[config.mk]
export PLATFORM = sky130hd
export DESIGN_NAME = point_mass_step_quantizer_top
export DESIGN_NICKNAME = d
export VERILOG_FILES = /design/src/rtl/core/pmsq_pkg.sv /design/src/rtl/core/pmsq_lane.sv /design/src/rtl/core/pmsq_dp.sv /design/src/rtl/core/pmsq_ctrl.sv /design/src/rtl/core/point_mass_step_quantizer_top.sv
export SDC_FILE = /design/constraint.sdc
export NUM_CORES = 2
export LEC_CHECK = 0
export ABC_AREA = 1
export BUFFER_PORTS_ARGS = -buffer_cell sky130_fd_sc_hd__buf_2
export CORE_MARGIN = 2
export CORE_UTILIZATION = 59
export DETAILED_ROUTE_END_ITERATION = 6
export GPL_TIMING_DRIVEN = 0
export PLACE_DENSITY = 0.79
export SLEW_MARGIN = 15
export SYNTH_ARGS = -nofsm -noshare
export SYNTH_HDL_FRONTEND = slang
export SYNTH_SLANG_ARGS = --single-unit
[constraint.sdc]
create_clock -name clk_i -period 6.9 [get_ports clk_i]
set_clock_uncertainty 0.2 [all_clocks]
set_input_delay 1.035 -clock clk_i [delete_from_list [all_inputs] [get_ports clk_i]]
set_output_delay 1.035 -clock clk_i [all_outputs]
set_load 0.005 [all_outputs]
[src/rtl/core/pmsq_pkg.sv]
// Shared types, constants and register map of the point mass step quantizer.
package pmsq_pkg;

  localparam int NUM_POS_DEF = 16;
  localparam int NUM_VEL_DEF = 16;

  localparam int TS_W   = 17;
  localparam int STEP_W = 31;
  localparam int Q_W    = 32;
  localparam int ADDR_W = 5;
  localparam int DATA_W = 32;

  localparam logic [TS_W-1:0]       TIME_STEP_RST   = 17'd655;
  localparam logic signed [Q_W-1:0] POS_LOW_RST     = -32'sd65536;
  localparam logic [STEP_W-1:0]     POS_STEP_RST    = 31'd8738;
  localparam logic signed [Q_W-1:0] VEL_LOW_RST     = -32'sd65536;
  localparam logic [STEP_W-1:0]     VEL_STEP_RST    = 31'd8738;
  localparam logic signed [Q_W-1:0] START_POS_RST   = 32'sd0;
  localparam logic                  REWARD_MODE_RST = 1'b0;

  localparam logic [2:0] REG_TIME_STEP   = 3'd0;
  localparam logic [2:0] REG_POS_LOW     = 3'd1;
  localparam logic [2:0] REG_POS_STEP    = 3'd2;
  localparam logic [2:0] REG_VEL_LOW     = 3'd3;
  localparam logic [2:0] REG_VEL_STEP    = 3'd4;
  localparam logic [2:0] REG_START_POS   = 3'd5;
  localparam logic [2:0] REG_REWARD_MODE = 3'd6;

  localparam logic REWARD_ENDS = 1'b0;
  localparam logic REWARD_DIST = 1'b1;

  typedef struct packed {
    logic load_in;
    logic restart;
    logic step;
    logic mul_en;
    logic mul_vel;
    logic upd_vel;
    logic upd_pos;
    logic walk_init;
    logic walk_en;
    logic out_load;
  } cmd_t;

  typedef struct packed {
    logic walk_last;
  } sts_t;

endpackage

[src/rtl/core/pmsq_lane.sv]
// Grid walk lane: nearest grid point search and range check for one axis.
module pmsq_lane #(
  parameter int COUNT = pmsq_pkg::NUM_POS_DEF
) (
  input  logic                                clk_i,
  input  logic                                rst_ni,
  input  logic                                init_i,
  input  logic                                en_i,
  input  logic signed [pmsq_pkg::Q_W-1:0]     x_i,
  input  logic signed [pmsq_pkg::Q_W-1:0]     low_i,
  input  logic        [pmsq_pkg::STEP_W-1:0]  step_i,
  output logic        [$clog2(COUNT)-1:0]     best_o,
  output logic                                last_o,
  output logic                                oor_o
);

  localparam int IW = $clog2(COUNT);
  localparam int GW = IW + 33;
  localparam int DW = GW + 1;

  logic [IW-1:0]        idx_q, best_q;
  logic signed [GW-1:0] g_q, g_d;
  logic [DW-1:0]        bestd_q, gap;
  logic signed [DW-1:0] diff;
  logic                 take;

  assign diff   = DW'(x_i) - DW'(g_q);
  assign gap    = diff[DW-1] ? DW'(-diff) : DW'(diff);
  assign g_d    = g_q + GW'(step_i);
  assign last_o = (idx_q == IW'(COUNT - 1));
  assign take   = (idx_q == '0) || (gap < bestd_q);
  assign best_o = best_q;
  assign oor_o  = (x_i < low_i) || (DW'(x_i) > DW'(g_q));

  always_ff @(posedge clk_i or negedge rst_ni) begin
    if (!rst_ni) begin
      idx_q <= '0;
    end else if (init_i) begin
      idx_q <= '0;
    end else if (en_i && !last_o) begin
      idx_q <= idx_q + IW'(1);
    end
  end

  always_ff @(posedge clk_i) begin
    if (init_i) begin
      g_q <= GW'(low_i);
    end else if (en_i) begin
      if (take) begin
        best_q  <= idx_q;
        bestd_q <= gap;
      end
      if (!last_o) begin
        g_q <= g_d;
      end
    end
  end

endmodule

[src/rtl/core/pmsq_dp.sv]
// Datapath: shared multiplier, Euler update, grid lanes and result register.
module pmsq_dp #(
  parameter int NUM_POS = pmsq_pkg::NUM_POS_DEF,
  parameter int NUM_VEL = pmsq_pkg::NUM_VEL_DEF
) (
  input  logic                                clk_i,
  input  logic                                rst_ni,
  input  pmsq_pkg::cmd_t                      cmd_i,
  output pmsq_pkg::sts_t                      sts_o,
  input  logic signed [pmsq_pkg::Q_W-1:0]     accel_i,
  input  logic        [pmsq_pkg::TS_W-1:0]    time_step_i,
  input  logic signed [pmsq_pkg::Q_W-1:0]     pos_low_i,
  input  logic        [pmsq_pkg::STEP_W-1:0]  pos_step_i,
  input  logic signed [pmsq_pkg::Q_W-1:0]     vel_low_i,
  input  logic        [pmsq_pkg::STEP_W-1:0]  vel_step_i,
  input  logic signed [pmsq_pkg::Q_W-1:0]     start_pos_i,
  input  logic                                reward_mode_i,
  output logic                                done_res_o,
  output logic        [7:0]                   state_index_o,
  output logic signed [6:0]                   reward_o
);

  localparam int PW = $clog2(NUM_POS);
  localparam int VW = $clog2(NUM_VEL);
  localparam int PRW = 50;
  localparam int SW = 35;
  localparam int QW = 2*PW + 8;

  function automatic logic signed [31:0] sat32(input logic signed [SW-1:0] s);
    logic signed [31:0] r;
    r = s[31:0];
    if (!s[SW-1] && (|s[SW-2:31])) begin
      r = 32'sh7FFFFFFF;
    end else if (s[SW-1] && !(&s[SW-2:31])) begin
      r = -32'sh80000000;
    end
    return r;
  endfunction

  logic signed [31:0]     accel_q, pos_q, vel_q, mul_a;
  logic signed [17:0]     ts_s;
  logic signed [PRW-1:0]  prod_q, prod_d, rnd;
  logic signed [33:0]     mr;
  logic signed [SW-1:0]   vel_sum, pos_sum;
  logic [PW-1:0]          pi;
  logic [VW-1:0]          vi;
  logic                   pos_last, vel_last, pos_oor, vel_oor;
  logic signed [PW+1:0]   dmid;
  logic [QW-1:0]          dsq;
  logic signed [6:0]      reward_d;
  logic [16:0]            index_full;

  assign ts_s    = $signed({1'b0, time_step_i});
  assign mul_a   = cmd_i.mul_vel ? vel_q : accel_q;
  assign prod_d  = PRW'(mul_a) * PRW'(ts_s);
  assign rnd     = prod_q + PRW'(32'sd32768);
  assign mr      = rnd[PRW-1:16];
  assign vel_sum = SW'(vel_q) + SW'(mr);
  assign pos_sum = SW'(pos_q) + SW'(mr);

  always_ff @(posedge clk_i or negedge rst_ni) begin
    if (!rst_ni) begin
      pos_q <= pmsq_pkg::START_POS_RST;
      vel_q <= '0;
    end else if (cmd_i.restart) begin
      pos_q <= start_pos_i;
      vel_q <= '0;
    end else if (cmd_i.upd_vel) begin
      vel_q <= sat32(vel_sum);
    end else if (cmd_i.upd_pos) begin
      pos_q <= sat32(pos_sum);
    end
  end

  always_ff @(posedge clk_i) begin
    if (cmd_i.load_in) begin
      accel_q <= accel_i;
    end
    if (cmd_i.mul_en) begin
      prod_q <= prod_d;
    end
  end

  pmsq_lane #(.COUNT(NUM_POS)) u_pos_lane (
    .clk_i  (clk_i),
    .rst_ni (rst_ni),
    .init_i (cmd_i.walk_init),
    .en_i   (cmd_i.walk_en),
    .x_i    (pos_q),
    .low_i  (pos_low_i),
    .step_i (pos_step_i),
    .best_o (pi),
    .last_o (pos_last),
    .oor_o  (pos_oor)
  );

  pmsq_lane #(.COUNT(NUM_VEL)) u_vel_lane (
    .clk_i  (clk_i),
    .rst_ni (rst_ni),
    .init_i (cmd_i.walk_init),
    .en_i   (cmd_i.walk_en),
    .x_i    (vel_q),
    .low_i  (vel_low_i),
    .step_i (vel_step_i),
    .best_o (vi),
    .last_o (vel_last),
    .oor_o  (vel_oor)
  );

  assign sts_o.walk_last = pos_last && vel_last;

  assign dmid       = $signed({2'b00, pi}) - (PW+2)'(NUM_POS / 2);
  assign dsq        = QW'(dmid) * QW'(dmid);
  assign index_full = 17'(pi) * 17'(NUM_VEL) + 17'(vi);

  always_comb begin
    unique case (reward_mode_i)
      pmsq_pkg::REWARD_ENDS: begin
        reward_d = ((pi == '0) || (pi == PW'(NUM_POS - 1))) ? -7'sd1 : 7'sd0;
      end
      pmsq_pkg::REWARD_DIST: begin
        reward_d = (dsq > QW'(64)) ? -7'sd64 : -$signed(7'(dsq));
      end
      default: begin
        reward_d = 7'sd0;
      end
    endcase
  end

  always_ff @(posedge clk_i) begin
    if (cmd_i.out_load) begin
      done_res_o    <= cmd_i.step && (pos_oor || vel_oor);
      state_index_o <= index_full[7:0];
      reward_o      <= reward_d;
    end
  end

endmodule

[src/rtl/core/pmsq_ctrl.sv]
// Controller: per request, multiply and update (not on reset), walk, output.
module pmsq_ctrl (
  input  logic           clk_i,
  input  logic           rst_ni,
  input  logic           in_valid_i,
  input  logic           action_i,
  output logic           in_stall_o,
  output logic           out_valid_o,
  input  logic           out_stall_i,
  output pmsq_pkg::cmd_t cmd_o,
  input  pmsq_pkg::sts_t sts_i
);

  typedef enum logic [2:0] {
    ST_IDLE,
    ST_MUL_V,
    ST_ADD_V,
    ST_MUL_P,
    ST_ADD_P,
    ST_WALK_INIT,
    ST_WALK,
    ST_FIN
  } state_e;

  state_e state_q;
  logic   in_stall_q, out_valid_q, step_q;
  logic   accept, out_free;

  assign accept      = (state_q == ST_IDLE) && in_valid_i && !in_stall_q;
  assign out_free    = !out_valid_q || !out_stall_i;
  assign in_stall_o  = in_stall_q;
  assign out_valid_o = out_valid_q;

  always_comb begin
    cmd_o           = '0;
    cmd_o.load_in   = accept;
    cmd_o.restart   = accept && action_i;
    cmd_o.step      = step_q;
    cmd_o.mul_en    = (state_q == ST_MUL_V) || (state_q == ST_MUL_P);
    cmd_o.mul_vel   = (state_q == ST_MUL_P);
    cmd_o.upd_vel   = (state_q == ST_ADD_V);
    cmd_o.upd_pos   = (state_q == ST_ADD_P);
    cmd_o.walk_init = (state_q == ST_WALK_INIT);
    cmd_o.walk_en   = (state_q == ST_WALK);
    cmd_o.out_load  = (state_q == ST_FIN) && out_free;
  end

  always_ff @(posedge clk_i or negedge rst_ni) begin
    if (!rst_ni) begin
      state_q     <= ST_IDLE;
      in_stall_q  <= 1'b0;
      out_valid_q <= 1'b0;
      step_q      <= 1'b0;
    end else begin
      if ((state_q == ST_FIN) && out_free) begin
        out_valid_q <= 1'b1;
      end else if (!out_stall_i) begin
        out_valid_q <= 1'b0;
      end
      unique case (state_q)
        ST_IDLE: begin
          if (accept) begin
            in_stall_q <= 1'b1;
            step_q     <= !action_i;
            state_q    <= action_i ? ST_WALK_INIT : ST_MUL_V;
          end
        end
        ST_MUL_V:     state_q <= ST_ADD_V;
        ST_ADD_V:     state_q <= ST_MUL_P;
        ST_MUL_P:     state_q <= ST_ADD_P;
        ST_ADD_P:     state_q <= ST_WALK_INIT;
        ST_WALK_INIT: state_q <= ST_WALK;
        ST_WALK: begin
          if (sts_i.walk_last) begin
            state_q <= ST_FIN;
          end
        end
        ST_FIN: begin
          if (out_free) begin
            in_stall_q <= 1'b0;
            state_q    <= ST_IDLE;
          end
        end
        default: state_q <= ST_IDLE;
      endcase
    end
  end

endmodule

[src/rtl/core/point_mass_step_quantizer_top.sv]
// Top level of the point mass step quantizer: register port, controller and datapath.
// An accepted step request makes two passes through one shared 32x18 multiplier with a
// saturating add after each, then a walk set-up state, a walk that checks one position
// and one velocity grid point per cycle, and a final state that loads the done flag, state
// index and reward; a reset action skips the two passes. One request is in flight at a
// time; the next one is taken in the cycle after the result is loaded, while that result
// may still wait in the output register. A stall on the result holds the final state
// until the output register is free. Write the registers at byte address 4*i only while
// no request is in flight.
module point_mass_step_quantizer_top #(
  parameter int NUM_POS = pmsq_pkg::NUM_POS_DEF,
  parameter int NUM_VEL = pmsq_pkg::NUM_VEL_DEF
) (
  input  logic                              clk_i,
  input  logic                              rst_ni,
  input  logic                              in_valid_i,
  output logic                              in_stall_o,
  input  logic                              action_i,
  input  logic signed [pmsq_pkg::Q_W-1:0]   accel_i,
  output logic                              out_valid_o,
  input  logic                              out_stall_i,
  output logic                              done_res_o,
  output logic        [7:0]                 state_index_o,
  output logic signed [6:0]                 reward_o,
  input  logic                              psel,
  input  logic                              penable,
  input  logic                              pwrite,
  input  logic        [pmsq_pkg::ADDR_W-1:0] paddr,
  input  logic        [pmsq_pkg::DATA_W-1:0] pwdata,
  output logic        [pmsq_pkg::DATA_W-1:0] prdata,
  output logic                              pready
);

  logic        [pmsq_pkg::TS_W-1:0]   time_step_q;
  logic signed [pmsq_pkg::Q_W-1:0]    pos_low_q, vel_low_q, start_pos_q;
  logic        [pmsq_pkg::STEP_W-1:0] pos_step_q, vel_step_q;
  logic                               reward_mode_q;
  logic                               wr_en;
  logic        [2:0]                  reg_idx;
  pmsq_pkg::cmd_t                     cmd;
  pmsq_pkg::sts_t                     sts;

  assign pready  = 1'b1;
  assign wr_en   = psel && penable && pwrite && pready;
  assign reg_idx = paddr[4:2];

  always_ff @(posedge clk_i or negedge rst_ni) begin
    if (!rst_ni) begin
      time_step_q   <= pmsq_pkg::TIME_STEP_RST;
      pos_low_q     <= pmsq_pkg::POS_LOW_RST;
      pos_step_q    <= pmsq_pkg::POS_STEP_RST;
      vel_low_q     <= pmsq_pkg::VEL_LOW_RST;
      vel_step_q    <= pmsq_pkg::VEL_STEP_RST;
      start_pos_q   <= pmsq_pkg::START_POS_RST;
      reward_mode_q <= pmsq_pkg::REWARD_MODE_RST;
    end else if (wr_en) begin
      unique case (reg_idx)
        pmsq_pkg::REG_TIME_STEP:   time_step_q   <= pwdata[pmsq_pkg::TS_W-1:0];
        pmsq_pkg::REG_POS_LOW:     pos_low_q     <= $signed(pwdata);
        pmsq_pkg::REG_POS_STEP:    pos_step_q    <= pwdata[pmsq_pkg::STEP_W-1:0];
        pmsq_pkg::REG_VEL_LOW:     vel_low_q     <= $signed(pwdata);
        pmsq_pkg::REG_VEL_STEP:    vel_step_q    <= pwdata[pmsq_pkg::STEP_W-1:0];
        pmsq_pkg::REG_START_POS:   start_pos_q   <= $signed(pwdata);
        pmsq_pkg::REG_REWARD_MODE: reward_mode_q <= pwdata[0];
        default: ;
      endcase
    end
  end

  always_comb begin
    unique case (reg_idx)
      pmsq_pkg::REG_TIME_STEP:   prdata = pmsq_pkg::DATA_W'(time_step_q);
      pmsq_pkg::REG_POS_LOW:     prdata = pos_low_q;
      pmsq_pkg::REG_POS_STEP:    prdata = pmsq_pkg::DATA_W'(pos_step_q);
      pmsq_pkg::REG_VEL_LOW:     prdata = vel_low_q;
      pmsq_pkg::REG_VEL_STEP:    prdata = pmsq_pkg::DATA_W'(vel_step_q);
      pmsq_pkg::REG_START_POS:   prdata = start_pos_q;
      pmsq_pkg::REG_REWARD_MODE: prdata = pmsq_pkg::DATA_W'(reward_mode_q);
      default:                   prdata = '0;
    endcase
  end

  pmsq_ctrl u_ctrl (
    .clk_i       (clk_i),
    .rst_ni      (rst_ni),
    .in_valid_i  (in_valid_i),
    .action_i    (action_i),
    .in_stall_o  (in_stall_o),
    .out_valid_o (out_valid_o),
    .out_stall_i (out_stall_i),
    .cmd_o       (cmd),
    .sts_i       (sts)
  );

  pmsq_dp #(
    .NUM_POS (NUM_POS),
    .NUM_VEL (NUM_VEL)
  ) u_dp (
    .clk_i         (clk_i),
    .rst_ni        (rst_ni),
    .cmd_i         (cmd),
    .sts_o         (sts),
    .accel_i       (accel_i),
    .time_step_i   (time_step_q),
    .pos_low_i     (pos_low_q),
    .pos_step_i    (pos_step_q),
    .vel_low_i     (vel_low_q),
    .vel_step_i    (vel_step_q),
    .start_pos_i   (start_pos_q),
    .reward_mode_i (reward_mode_q),
    .done_res_o    (done_res_o),
    .state_index_o (state_index_o),
    .reward_o      (reward_o)
  );

endmodule

### Word level (Yosys, flattened, before mapping)

Cells that the tools add are included.

* register bits: 510
* input port bits: 77
* output and inout bits: 51
* logic and storage cells: 172

* add/subtract/negate cells: 14
* multipliers: 2
* order comparisons: 7
* equality and inequality tests: 23
* mux-type cells: 36
* bitwise operators: 2
* reduce and logical (&&, ||, !) cells: 62

Operators by type and width (number)
* two-way mux 32 bit: 10
* case mux 32 bit (7 select lines): 1
* two-way mux 37 bit: 6
* < comparator 38 bit: 2
* two-way mux 38 bit: 2
* negation 38 bit: 2
* subtractor 32 x 37 -> 38 bit: 2
* adder 37 x 31 -> 37 bit: 2
* greater-than comparator 32 x 37 -> 1 bit: 2
* adder 32 x 34 -> 35 bit: 2
* < comparator 32 bit: 2
* adder 50 x 17 -> 50 bit, second input constant: 1
* multiplier 32 x 18 -> 50 bit: 1
* case mux 3 bit (8 select lines): 1
* AND reduction 2 bit: 11
* == test 3 bit, second input constant: 7
* AND reduction 3 bit: 6
* greater-than comparator 16 x 7 -> 1 bit, second input constant: 1
* two-way mux 4 bit: 4
* logical AND 1 bit: 14
* two-way mux 7 bit: 2
* case mux 7 bit (2 select lines): 1
* == test 3 x 2 -> 1 bit, second input constant: 4
* == test 4 bit, second input constant: 3
* other kinds (18): 57

### Longest topological paths before layout

* depth in word-level cells: 10
* mapped depth: 35
* mapped depth without buffers: 33

### By module

A second synthesis with hierarchy kept.

* cells, all modules: 8639
* area total of the unflattened synthesis: 61808.0 sq um

Modules (own cells, without submodules)
* pmsq_dp: instances 1, cells each 4008, area each 30842.1 sq um, sequential area each 4063.9 sq um
* pmsq_lane: instances 2, cells each 1723, area each 10974.3 sq um, sequential area each 2472.4 sq um
* point_mass_step_quantizer_top: instances 1, cells each 1135, area each 8670.8 sq um, sequential area each 4461.8 sq um
* pmsq_ctrl: instances 1, cells each 50, area each 346.6 sq um, sequential area each 150.1 sq um

### Worst setup path after synthesis

Ideal clock, no wire load.

* kind: register to register
* start: register u_ctrl.state_q[0]
* end: register u_dp.prod_q[49], data pin
* setup time: 0.260 ns
* arrival time: 6.357 ns
* required time: 6.440 ns
* setup slack: 0.083 ns
* cell stages (with the launch flop): 26
* path buffers: 2
* period minus slack after synthesis: 6.817 ns
* cells stage by stage: dfrtp_1 nand2_1 nor2_2 clkbuf_1 nand2_1 o21ai_1 clkbuf_1 nor2_1 fa_1 fa_1 fa_1 fa_1 fa_1 inv_1 fa_1 inv_1 ha_1 a21oi_1 inv_1 a31oi_1 inv_1 a21oi_1 nor4_1 nor3_1 nand3_1 xor2_1

* longest elaborated chain between the ends: 3

Ends and longest elaborated chain
* start: declaration: RTL line pmsq_ctrl.sv:25 `state_e state_q;`
* start signal: assignment: RTL line pmsq_ctrl.sv:65 `state_q <= action_i ? ST_WALK_INIT : ST_MUL_V;`
* == test 3 x 2 -> 1 bit: RTL line pmsq_ctrl.sv:40 `cmd_o.mul_vel = (state_q == ST_MUL_P);`
* two-way mux 32 bit: RTL line pmsq_dp.sv:54 `assign mul_a = cmd_i.mul_vel ? vel_q : accel_q;`
* multiplier 32 x 18 -> 50 bit: RTL line pmsq_dp.sv:55 `assign prod_d = PRW'(mul_a) * PRW'(ts_s);`
* via u_dp.prod_d[49]: RTL line pmsq_dp.sv:42 `logic signed [PRW-1:0] prod_q, prod_d, rnd;`
* end signal: assignment: RTL line pmsq_dp.sv:80 `prod_q <= prod_d;`
* end: declaration: RTL line pmsq_dp.sv:42

The timed path passes the listed nets, and every way through them passes these cells.
A chain may end at the register's enable or synchronous reset.

### Worst setup path after layout

* start: register time_step_q[8] (netlist name)
* end: register u_dp.prod_q[45], data pin

* longest elaborated chain between the ends: 1

Ends and longest elaborated chain
* start: declaration: RTL line point_mass_step_quantizer_top.sv:34 `logic [pmsq_pkg::TS_W-1:0] time_step_q;`
* start signal: assignment: RTL line point_mass_step_quantizer_top.sv:49 `time_step_q <= pmsq_pkg::TIME_STEP_RST;`
* start signal: assignment: RTL line point_mass_step_quantizer_top.sv:58 `pmsq_pkg::REG_TIME_STEP: time_step_q <= pwdata[pmsq_pkg::TS_W-1:0];`
* multiplier 32 x 18 -> 50 bit: RTL line pmsq_dp.sv:55
* via u_dp.prod_d[45]: RTL line pmsq_dp.sv:42

The timed path passes the listed nets, and every way through them passes these cells.

==> results.md <==
Detailed routing:
- The length of the first detailed-routing pass in iterations is 7.
- The average wire per cell in the routed design is 22.4 um.
- The DRC marker count from the first detailed-route iteration is 6,830.
- The total number of vias is 58,304.
- In the routed layout, each cell is associated on average with a via count of 5.93.
- The residual DRC count is 11.
- The final wirelength is 220,000 um.
- The detail route stage leaves a number of antenna-violating nets equal to 0.

Synth:
- The synthesized netlist occupies a cell area of 59,500 um2.
- The unique cell type count in the Yosys netlist is 60.
- The commonest cells after synthesis are sky130_fd_sc_hd__nand2_1 (2,078), sky130_fd_sc_hd__inv_1 (1,678), sky130_fd_sc_hd__nor2_1 (723), sky130_fd_sc_hd__fa_1 (535), sky130_fd_sc_hd__ha_1 (476).
- Among all flip-flop cells after synthesis, the most frequent one is sky130_fd_sc_hd__edfxtp_1.
- The cell count after synthesis is 8,103.
- The total number of yosys warnings is 0.
- By area the synthesized netlist is led by sky130_fd_sc_hd__fa_1 (18%), sky130_fd_sc_hd__nand2_1 (13%), sky130_fd_sc_hd__edfxtp_1 (12%), sky130_fd_sc_hd__inv_1 (11%), sky130_fd_sc_hd__ha_1 (10%).
- The cell type with the highest aggregate area in the netlist is sky130_fd_sc_hd__fa_1.
- Of the post-synthesis cell area, the dominant cell type holds 0.180.
- Counting flops and latches in the post-synthesis netlist gives 494.
- The average cell area after synthesis is 7.34 um2.
- Counting flops with an async set or reset pin after synthesis yields a share of 0.514.
- The number of enable-type register cells in the synthesized netlist is 240.
- The number of nets in the synthesized netlist is 9,191.
- In the post-synthesis netlist, the cell with the most instances is sky130_fd_sc_hd__nand2_1.
- The sequential-to-total area share from yosys stat is 0.229.

Timing:
- Once routing completed, OpenROAD measured the worst setup slack at -0.213 ns.
- For the pin with the worst max-slew slack, the measured transition is 1.12 ns.
- The tightest slew margin relative to the limit is 0.256.
- The number of pins exceeding their max-slew limit in the final report is 0.
- The routed design could run at a clock period as short as 7.11 ns.
- Setup repair after global routing could not meet its margin everywhere.
- The setup violation total in the final timing report is 17.
- The highest clock rate is 0.141 GHz.
- The number of endpoints with negative hold slack in the final report came to 0.
- The post-route fraction of the period consumed by the critical path is 1.03.

Layout:
- The number of fillers in the final layout is 8,319.
- In the final layout, the share of cells above drive strength 1 is 0.120.
- The sequential cells in the finished layout cover a total of 13,600 um2.
- After the last flow step, the layout net total stands at 9,560.
- Compared with the post-synthesis result, the final layout area differs by 14.5%.
- The multi-input gate area in the final layout is 40,600 um2.

Worst setup path:
- In this design, the largest share of critical-path delay is due to adder cells.
- The largest individual stage delay along the critical path comes from the cell sky130_fd_sc_hd__fa_2.
- The data arrival time of the critical path is 7.34 ns.
- In this run the worst path has a maximum fanout of 10.
- The most numerous cell type found on the critical path is sky130_fd_sc_hd__fa_1.
- Data on the critical path is required at its endpoint by 7.13 ns.
- The startpoint type of the worst setup path is a flip-flop.
- The type of the worst setup path is flip-flop to flip-flop.
- In this design, the stage delay of the slowest critical-path cell is 0.60 ns.
- The total buffers and inverters traversed by the critical path is 8.
- The sort of element at the end of the critical path is a flip-flop.

Die:
- The floorplan die height is 322 um.
- The floorplan has 116 rows.
- The width of the chip is 322 um.
- The core box area is 100,000 um2.
- The initial utilization of the core area, before any placement, comes to 0.595.
- The die outline area is 103,000 um2.
- The count of pins on the block boundary is 128.

Global routing:
- The initial antenna violation count is 27.
- The largest net degree at the start of global routing is 102.
- The first global-routing pass estimated 325,000 um of wire.
- The number of global-route vias before repair is 55,643.
- For met3 alone, demand over resource in global routing was 0.121.
- For met1 alone, demand over resource in global routing was 0.533.
- The remaining global-route overflow is 0.
- The most heavily used metal layer in global routing is met2.
- The combined global-route utilization of all metal layers is 0.417.
- The met2 demand-to-capacity share in global routing is 0.620.

CTS:
- The clock latency on the worst-skew pair is 0.70 ns.
- The root buffer cell chosen for the clock tree is sky130_fd_sc_hd__clkbuf_16.
- The total clock buffers created by CTS is 59.
- The maximum level of the CTS H-tree is 2.
- In this run the deepest clock path goes through 3 buffers.
- The clock-pin slew on the worst setup and hold paths is 0.06 ns.
- The clock tree from TritonCTS is done.
- For this design, the sink count on the clock tree is 494.

Place:
- The sum of net half-perimeters after detailed placement is 174,000 um.
- The count of buffers added on input and output ports is 123.
- Prior to clock tree synthesis, the placed netlist has a worst setup slack of -1.82 ns.
- The congestion estimate from routability-driven global placement came to 1.06.

Min path:
- The type of the most critical hold path is primary input to async pin.

Run status:
- The checks that failed: design-rule violations, negative setup slack.
- The flow ran to the end, but the final reports show violations.

Run:
- The max-cap violation count is 0.
-- final timing paths --
path | endpoint | from | slack (ns) | depth (start not counted)
hold / removal | u_dp.u_vel_lane.idx_q[2] | rst_ni | 0.04 | 1
min in group clk_i | u_dp.state_index_o[0] | u_dp.u_vel_lane.best_o[0] | 0.22 | 0
hold reg to reg | u_dp.state_index_o[0] | u_dp.u_vel_lane.best_o[0] | 0.22 | 0
max in group asynchronous | u_dp.vel_q[17] | rst_ni | 4.97 | 3
setup reg to reg | u_dp.prod_q[45] | time_step_q[8] | -0.21 | 27
setup / recovery | u_dp.prod_q[45] | time_step_q[8] | -0.21 | 27
-- per-layer routing --
layer / vias to the layer above / routed length (um)
li1: 26184 / -
met1: 27566 / 81900
met2: 3581 / 93200
met3: 961 / 28100
met4: 12 / 16800
met5: - / 80
-- metrics by stage --
step / util / instances / TNS (ns) / hold WS, ns / instance area (um2)
after global routing: 0.681 / 9824 / -3.96 / 0.0931 / 68100
after global placement: 0.617 / 9524 / -182.47 / 0.206 / 61700
final: 0.681 / 9839 / -1.20 / 0.0435 / 68100
after detailed placement: 0.620 / 9533 / -42.12 / 0.208 / 62000
after CTS: 0.664 / 9746 / 0 / 0.0562 / 66400
after floorplan: - / 8103 / 0 / 0.200 / 59500
-- sequential cells by signal, indices dropped and copies added, names as in the netlist, 3 cells and up --
| register | count |
|---|---|
| u_dp.u_pos_lane.idx_q | 4 |
| pos_low_q | 32 |
| u_dp.accel_q | 32 |
| u_dp.u_vel_lane.bestd_q | 38 |
| time_step_q | 17 |
| u_dp.prod_q | 35 |
| u_ctrl.state_q | 3 |
| u_dp.u_pos_lane.best_o | 4 |
| u_dp.u_vel_lane.best_o | 4 |
| u_dp.u_vel_lane.g_q | 37 |
| u_dp.vel_q | 32 |
| vel_low_q | 32 |
| start_pos_q | 32 |
| u_dp.u_vel_lane.idx_q | 4 |
| u_dp.u_pos_lane.bestd_q | 38 |
| pos_step_q | 31 |
| u_dp.state_index_o | 8 |
| vel_step_q | 31 |
| u_dp.reward_o | 6 |
| u_dp.u_pos_lane.g_q | 37 |
| u_dp.pos_q | 32 |
-- cells by family after synthesis --
logic type      synth area share
simple gates               0.226
flops                      0.229
compound gates             0.108
xor+xnor                  0.0370
fa+ha+maj                  0.280
other cells            0.0000631
buf+inv                    0.119
-- cell type report --
| class | count | share of cell area |
|---|---|---|
| tap | 1298 | 0.0238 |
| buffer | 172 | 0.0160 |
| antenna | 18 | 0.000661 |
| clock inverter | 23 | 0.00371 |
| clock buffer | 89 | 0.0269 |
| sequential | 494 | 0.200 |
| inverter | 1694 | 0.0948 |
| timing repair buffer | 313 | 0.0371 |
| multi-input combinational | 5738 | 0.597 |
-- cell usage in the layout, fill, tap and decap left out, types with 19 or more instances in the layout --
| master | n |
|---|---|
| sky130_fd_sc_hd__nand2_2 | 53 |
| sky130_fd_sc_hd__dfstp_2 | 46 |
| sky130_fd_sc_hd__a21oi_1 | 388 |
| sky130_fd_sc_hd__ha_1 | 441 |
| sky130_fd_sc_hd__buf_6 | 25 |
| sky130_fd_sc_hd__a31oi_1 | 28 |
| sky130_fd_sc_hd__nor3_1 | 68 |
| sky130_fd_sc_hd__a221oi_1 | 30 |
| sky130_fd_sc_hd__fa_1 | 493 |
| sky130_fd_sc_hd__nand2_1 | 2021 |
| sky130_fd_sc_hd__o211ai_1 | 21 |
| sky130_fd_sc_hd__dfrtp_2 | 19 |
| sky130_fd_sc_hd__fa_2 | 42 |
| sky130_fd_sc_hd__clkbuf_1 | 111 |
| sky130_fd_sc_hd__buf_4 | 150 |
| sky130_fd_sc_hd__clkbuf_8 | 22 |
| sky130_fd_sc_hd__xnor2_1 | 98 |
| sky130_fd_sc_hd__nor2_2 | 40 |
| sky130_fd_sc_hd__a21oi_2 | 28 |
| sky130_fd_sc_hd__nor2_1 | 677 |
| sky130_fd_sc_hd__edfxtp_1 | 240 |
| sky130_fd_sc_hd__o221ai_1 | 22 |
| sky130_fd_sc_hd__o21a_1 | 31 |
| sky130_fd_sc_hd__dfrtp_1 | 188 |
| sky130_fd_sc_hd__xor2_1 | 145 |
| sky130_fd_sc_hd__inv_2 | 88 |
| sky130_fd_sc_hd__buf_2 | 130 |
| sky130_fd_sc_hd__or2_4 | 20 |
| sky130_fd_sc_hd__o21ai_0 | 426 |
| sky130_fd_sc_hd__o21ai_4 | 30 |
| sky130_fd_sc_hd__nor2_4 | 19 |
| sky130_fd_sc_hd__nand3_1 | 252 |
| sky130_fd_sc_hd__buf_12 | 21 |
| sky130_fd_sc_hd__clkbuf_2 | 19 |
| sky130_fd_sc_hd__a21o_1 | 26 |
| sky130_fd_sc_hd__ha_4 | 34 |
| sky130_fd_sc_hd__clkbuf_16 | 69 |
| sky130_fd_sc_hd__nand4_1 | 77 |
| sky130_fd_sc_hd__o22ai_1 | 24 |
| sky130_fd_sc_hd__inv_1 | 1591 |
-- repair_timing --
action	4_1_cts	5_1_grt
gates cloned	4	1
pin swaps	86	214
setup buffers	101	77
gates resized for setup	371	361
hold buffers	0	0
setup endpoints to repair	35	31
Power is left out: the tool's default activity adds up to more than one toggle a clock period on the data nets, which glitch-free logic cannot reach.
